$ cat config.mk
export PLATFORM = sky130hd
export DESIGN_NAME = lvnt_front
export DESIGN_NICKNAME = d
export VERILOG_FILES = /design/src/hw/rtl/lvnt_pkg.sv /design/src/hw/rtl/lvnt_front.sv
export SDC_FILE = /design/constraint.sdc
export NUM_CORES = 1
export LEC_CHECK = 0
export ABC_AREA = 1
export BUFFER_PORTS_ARGS = -buffer_cell sky130_fd_sc_hd__buf_2
export CAP_MARGIN = 10
export CORE_MARGIN = 10
export CORE_UTILIZATION = 50
export CTS_CLUSTER_SIZE = 40
export DETAILED_ROUTE_END_ITERATION = 8
export HOLD_SLACK_MARGIN = 0.05
export PLACE_DENSITY = 0.81
export SYNTH_ARGS = -nofsm -noshare
export SYNTH_HDL_FRONTEND = slang
export SYNTH_SLANG_ARGS = --single-unit
$ cat constraint.sdc
create_clock -name i_clk -period 16.4 [get_ports i_clk]
set_clock_uncertainty 0.15 [all_clocks]
set_input_delay 1.64 -clock i_clk [delete_from_list [all_inputs] [get_ports i_clk]]
set_output_delay 1.64 -clock i_clk [all_outputs]
set_load 0.02 [all_outputs]
$ cat src/hw/rtl/lvnt_pkg.sv
// Shared constants, types and helpers for the lattice value noise turbulence block.
package lvnt_pkg;

    localparam int TABLE_DEPTH = 512;
    localparam int TABLE_AW    = $clog2(TABLE_DEPTH);
    localparam int MAX_OCTAVES = 8;
    localparam int LVL_W       = $clog2(MAX_OCTAVES + 1);
    localparam int ACC_W       = 34 + MAX_OCTAVES + 4;
    localparam int TURB_SH     = 15 + MAX_OCTAVES - 1;

    localparam logic [2:0] OP_LOAD  = 3'd0;
    localparam logic [2:0] OP_NOISE = 3'd1;
    localparam logic [2:0] OP_VEC   = 3'd2;
    localparam logic [2:0] OP_GRAD  = 3'd3;
    localparam logic [2:0] OP_TURB  = 3'd4;
    localparam logic [2:0] OP_VTURB = 3'd5;

    localparam logic [8:0]  PRIME_X = 9'd173;
    localparam logic [8:0]  PRIME_Y = 9'd263;
    localparam logic [8:0]  PRIME_Z = 9'd337;
    localparam logic [23:0] PHI_LO  = 24'(48'd173961077608896);
    localparam logic [23:0] PHI_HI  = 24'(48'd173961077608896 >> 24);
    localparam logic signed [39:0] STEP_Q16 = 40'sd6554;

    typedef enum logic [2:0] {
        K_LOAD,
        K_NOISE,
        K_VEC,
        K_GRAD,
        K_TURB,
        K_VTURB,
        K_NOP
    } t_kind;

    typedef struct packed {
        t_kind              kind;
        logic [1:0]         last_sub;
        logic [LVL_W-1:0]   levels;
        logic [8:0]         table_index;
        logic signed [15:0] table_value;
        logic signed [31:0] coord_x;
        logic signed [31:0] coord_y;
        logic signed [31:0] coord_z;
    } t_cmd;

    function automatic logic [8:0] prime_of(input logic [1:0] axis);
        logic [8:0] p;
        case (axis)
            2'd0:    p = PRIME_X;
            2'd1:    p = PRIME_Y;
            default: p = PRIME_Z;
        endcase
        return p;
    endfunction

endpackage

$ cat src/hw/rtl/lvnt_front.sv
// Front end: accepts input transactions, classifies them and queues commands.
module lvnt_front (
    input  logic                i_clk,
    input  logic                i_rst_n,
    input  logic                i_valid,
    output logic                o_stall,
    input  logic [2:0]          i_op,
    input  logic [8:0]          i_table_index,
    input  logic signed [15:0]  i_table_value,
    input  logic signed [31:0]  i_coord_x,
    input  logic signed [31:0]  i_coord_y,
    input  logic signed [31:0]  i_coord_z,
    input  logic [3:0]          i_octaves,
    output logic                o_cmd_valid,
    output lvnt_pkg::t_cmd      o_cmd,
    input  logic                i_cmd_pop
);

    lvnt_pkg::t_cmd r_q [2];
    logic           r_wr;
    logic           r_rd;
    logic [1:0]     r_cnt;
    lvnt_pkg::t_cmd w_cmd;
    logic           w_push;
    logic           w_pop;

    assign o_stall     = (r_cnt == 2'd2);
    assign o_cmd_valid = (r_cnt != 2'd0);
    assign o_cmd       = r_q[r_rd];
    assign w_push      = i_valid && !o_stall;
    assign w_pop       = i_cmd_pop && o_cmd_valid;

    always_comb begin
        w_cmd.table_index = i_table_index;
        w_cmd.table_value = i_table_value;
        w_cmd.coord_x     = i_coord_x;
        w_cmd.coord_y     = i_coord_y;
        w_cmd.coord_z     = i_coord_z;
        if (int'(i_octaves) > lvnt_pkg::MAX_OCTAVES) begin
            w_cmd.levels = lvnt_pkg::LVL_W'(lvnt_pkg::MAX_OCTAVES);
        end else begin
            w_cmd.levels = lvnt_pkg::LVL_W'(i_octaves);
        end
        unique case (i_op)
            lvnt_pkg::OP_LOAD: begin
                w_cmd.kind = lvnt_pkg::K_LOAD;     w_cmd.last_sub = 2'd0;
            end
            lvnt_pkg::OP_NOISE: begin
                w_cmd.kind = lvnt_pkg::K_NOISE;    w_cmd.last_sub = 2'd0;
            end
            lvnt_pkg::OP_VEC: begin
                w_cmd.kind = lvnt_pkg::K_VEC;      w_cmd.last_sub = 2'd2;
            end
            lvnt_pkg::OP_GRAD: begin
                w_cmd.kind = lvnt_pkg::K_GRAD;     w_cmd.last_sub = 2'd3;
            end
            lvnt_pkg::OP_TURB: begin
                w_cmd.kind = (i_octaves == 4'd0) ? lvnt_pkg::K_NOP : lvnt_pkg::K_TURB;
                w_cmd.last_sub = 2'd0;
            end
            lvnt_pkg::OP_VTURB: begin
                w_cmd.kind = (i_octaves == 4'd0) ? lvnt_pkg::K_NOP : lvnt_pkg::K_VTURB;
                w_cmd.last_sub = 2'd2;
            end
            default: begin
                w_cmd.kind = lvnt_pkg::K_NOP;      w_cmd.last_sub = 2'd0;
            end
        endcase
    end

    always_ff @(posedge i_clk) begin
        if (!i_rst_n) begin
            r_wr  <= 1'b0;
            r_rd  <= 1'b0;
            r_cnt <= 2'd0;
        end else begin
            if (w_push) begin
                r_q[r_wr] <= w_cmd;
                r_wr      <= !r_wr;
            end
            if (w_pop) begin
                r_rd <= !r_rd;
            end
            case ({w_push, w_pop})
                2'b10:   r_cnt <= r_cnt + 2'd1;
                2'b01:   r_cnt <= r_cnt - 2'd1;
                default: r_cnt <= r_cnt;
            endcase
        end
    end

endmodule

### Word level (Yosys, flattened, before mapping)

Memory sizes are Yosys's and may differ from the RTL's. A register that Yosys moved wholly into a read port is not among the register bits.
Cells that the tools add are included.

* register bits after elaboration: 4
* latch bits: 0
* bits in writable memories: 260
* memory bits (read-only): 0
* input bits: 132
* output and inout bits: 132
* word-level logic and storage cells: 34
* memories kept: 1

Memories
* r_q: words 2, width 130, read ports 1, clocked after Yosys merged registers in 1, write ports 1, line lvnt_front.sv:19 `lvnt_pkg::t_cmd r_q [2];`

* add/subtract/negate cells: 2
* $mul: 0
* div/mod/pow operators: 0
* magnitude comparators: 1
* equality and inequality tests: 8
* shift-type cells: 0
* muxes and demuxes: 10
* bitwise logic cells: 0
* reductions and logical operators: 9

Operators by type and width (number)
* 5-bit case mux with 6 select lines: 1
* 3-bit by 2-bit == test with 1-bit output (second input constant): 2
* 3-bit == test (second input constant): 2
* 1-bit two-way mux: 5
* 2-bit == test (second input constant): 2
* 4-bit > comparator (second input constant): 1
* 4-bit logical NOT: 1
* 2-bit two-way mux: 2
* 4-bit two-way mux: 1
* 2-bit case mux with 2 select lines: 1
* 2-bit nonzero test: 2
* 3-bit by 1-bit == test with 1-bit output (second input constant): 1
* 1-bit logical NOT: 3
* 3-bit logical NOT: 1
* 2-bit by 1-bit adder with 2-bit output (second input constant): 1
* 2-bit by 1-bit == test with 1-bit output (second input constant): 1
* 1-bit logical AND: 2
* 2-bit by 1-bit subtractor with 2-bit output (second input constant): 1

### Depth between registers and ports, before layout

* depth after elaboration: 6
* gate-level depth with buffers: 8

### Worst setup path before layout

OpenSTA, ideal clock, no wires.

* path kind: input to register
* start: input i_valid
* end: memory r_q[1][0] in the netlist's numbering (enable)
* library setup time: 0.778 ns
* data arrival time: 10.486 ns
* data required time: 15.472 ns
* slack: 4.986 ns
* stages: 2
* path buffers: 0
* cells stage by stage: o21ai_2 -> nor3_1

* cells in the longest elaborated chain, start to end: 4

Ends and longest elaborated chain
* start, declared: line lvnt_front.sv:5 `input logic i_valid,`
* 1-bit logical AND: line lvnt_front.sv:30 `assign w_push = i_valid && !o_stall;`
* 1-bit two-way mux: line lvnt_front.sv:77 `if (w_push) begin`
* 1-bit two-way mux: line lvnt_front.sv:72 `if (!i_rst_n) begin`
* 1-bit two-way mux (implied by the code): line lvnt_front.sv:78 `r_q[r_wr] <= w_cmd;`
* end, declared: line lvnt_front.sv:19

No other way between the ends.

==> metrics.csv <==
metric;value;unit
status;complete, no violations;
post_cts_resized;0;
worstPathArrival;2.92;ns
use_met3;0.05655;
crit_path_max_incr_delay;0.89;ns
synth_edf_count;260;
synth_cell_types;18;
synthCells;461;
place.gp.congestion;0.7718;
power.share.combinational;0.174;
h-tree-depth;1;
end_kind;output port;
root_buffer;clkbuf_16;
drtAntennaViolNets;0;
p_per_area;140.8;nW/um^2
finalHoldViolCount;0;
synth_area_per_cell;21.12;um^2
grt_pass1_wl;31.48;mm
rsz0062_at_grt;false;
grt_usage;0.1545;
p_int;0.001278;W
hpwl;14.61;mm
async_flop_share;0;
die_y;159.6;um
switchingPower;0.0004327;W
io_buffers;263;
instances_no_fill;1021;
path_cells;buf_4 -> mux2_2 -> buf_2;
hold_ws;0.3532;ns
critPathKind;flop to output port;
first_iter_violations;339;
cts_max_path_buffers;3;
power.total;0.001711;W
grt_pass1_vias;5566;
clock_latency;0.52;ns
seqPwrFrac;0.481;
cp_top_family;buffers and inverters;
cts_tree;yes;
yosysSeqAreaShare;0.8120;
placementRows;50;
dr.pass1.iters;5;
synth_nets;594;
grt_most_used_layer;met2;
cts_setup_buffers;0;
ctsHoldBuffers;0;
drive_above_1_share;0.5758;
ir_drop;0.00009782;V
via_per_inst;5.024;
cts_made_buffers;26;
ys_ff_latch;265;
yosys_warnings;0;
start_kind;flop;
drc;0;
hp-class;flop to flop;
fin_nets;874;
grt_max_degree;70;
critPathBufInv;2;
place_inst;973;
syn_area;9738;um^2
required;14.61;ns
grt_use_met1;0.1756;
num_vias;5130;
initial_utilization;0.5137;
fin_crit_sh;0.2870;
netSwitchingFraction;0.2529;
clk_pin_slew;0.06;ns
grtUsageMet2;0.2683;
crit_fanout;66;
p_clk_frac;0.346;
finalCoreUtilization;0.6413;
crit_path_top_delay_cell;dfxtp_4;
min_period;4.707;ns
clock-sinks;265;
avgRoutedWirePerCell;20.48;um
die_w;159.6;um
setup_tns;0;ns
syn_to_final_growth;24.82;%
drv_slew;0;
grt_overflow_total;0;
totalWireLength;20.91;mm
synth_ff_type;edfxtp_1;
core-area;18960;um^2
max_cap_violations;0;
dieArea;25460;um^2
worst_pin_slew;0.9280;ns
setup_viol;0;
clock.fmax;0.2124;GHz
io_pins;264;
antenna_found_initial;4;
relSlewSlack;0.3813;
leakage;4.512;nW
-- layout by cell type (no fill, tap or decap), drive strengths merged, types with 2 or more instances in the layout --
master    n
a21oi     4
buf     268
bufinv    4
clkbuf   33
clkinv    8
dfxtp     5
diode     2
edfxtp  260
inv      11
mux2    130
nand2     9
nand3     4
nor2     13
o21ai     5
-- path summary, 6_finish.rpt --
check,end,slack (ns),startpoint,cells after the start
min,r_wr$_SDFFE_PN0P_,0.35,r_wr$_SDFFE_PN0P_,2
min reg2reg,r_wr$_SDFFE_PN0P_,0.35,r_wr$_SDFFE_PN0P_,2
max reg2reg,r_q[1][40]$_DFFE_PP_,14.30,r_cnt[0]$_SDFFE_PN0P_,3
max,o_cmd[12],11.69,flop,3
-- flip-flops by register name, indices dropped and copies added (netlist names), named ones only --
register and cells:
r_rd 1, r_cnt 2, r_q 260, r_wr 1
-- layout make-up --
class	instances	area (um^2)
repair buffers	268	1354
flip-flops and latches	265	7911
multi-input cells	169	1659
well taps	260	325.3
diodes	2	5.005
clock inverters	13	161.4
inverters	11	41.29
fillers	1326	6800
clock buffers	33	698.2
-- cells in the mapped netlist (2+ instances only) --
| master | n | area [um^2] |
|---|---|---|
| clkbuf_1 | 2 | 7.510 |
| dfxtp_1 | 5 | 100.1 |
| nand3_1 | 4 | 20.02 |
| mux2_2 | 130 | 1464 |
| o21ai_0 | 4 | 20.02 |
| buf_6 | 10 | 112.6 |
| inv_1 | 11 | 41.29 |
| nor2_1 | 13 | 48.80 |
| buf_2 | 3 | 15.01 |
| nand2_1 | 9 | 33.78 |
| a21oi_1 | 4 | 20.02 |
| edfxtp_1 | 260 | 7807 |
-- per-layer routing --
metal	vias up	wire length (um)
li1	2370	-
met1	2492	7929
met2	227	10650
met3	37	1851
met4	4	456
met5	-	21
-- tightest hold or removal path, cell delays in order (launching register included) --
cell     delay, ns
dfxtp_1       0.33
nand3_1       0.08
o21ai_0       0.07
-- through the flow --
step                worst slack (ns)  area (um^2)
floorplan                      4.986         9738
global placement               12.27        11290
detailed placement             12.22        11290
CTS                            11.66        12150
global route                   11.51        12150
finish                         11.69        12160
-- cell families after synthesis --
| group | Yosys count | share of synthesized area |
|---|---|---|
| buffers and inverters | 27 | 0.01889 |
| adder cells (fa/ha/maj) | 1 | 0.001285 |
| flip-flops | 265 | 0.8120 |
| AO/OA/AOI/OAI | 10 | 0.005782 |
| AND/OR/NAND/NOR | 28 | 0.01169 |
| multiplexers | 130 | 0.1503 |
-- power groups by stage --
stage / Combinational [W] / Clock [W] / Sequential [W]
final: 0.000297 / 0.000591 / 0.000822
after global routing: 0.000318 / 0.000633 / 0.000827
after CTS: 0.000302 / 0.000606 / 0.000823
after detailed placement: 0.000299 / 0 / 0.000837
after global placement: 0.000292 / 0 / 0.000834
after floorplan: 0.000218 / 0 / 0.000829
Power figures use the tool's default switching activity.
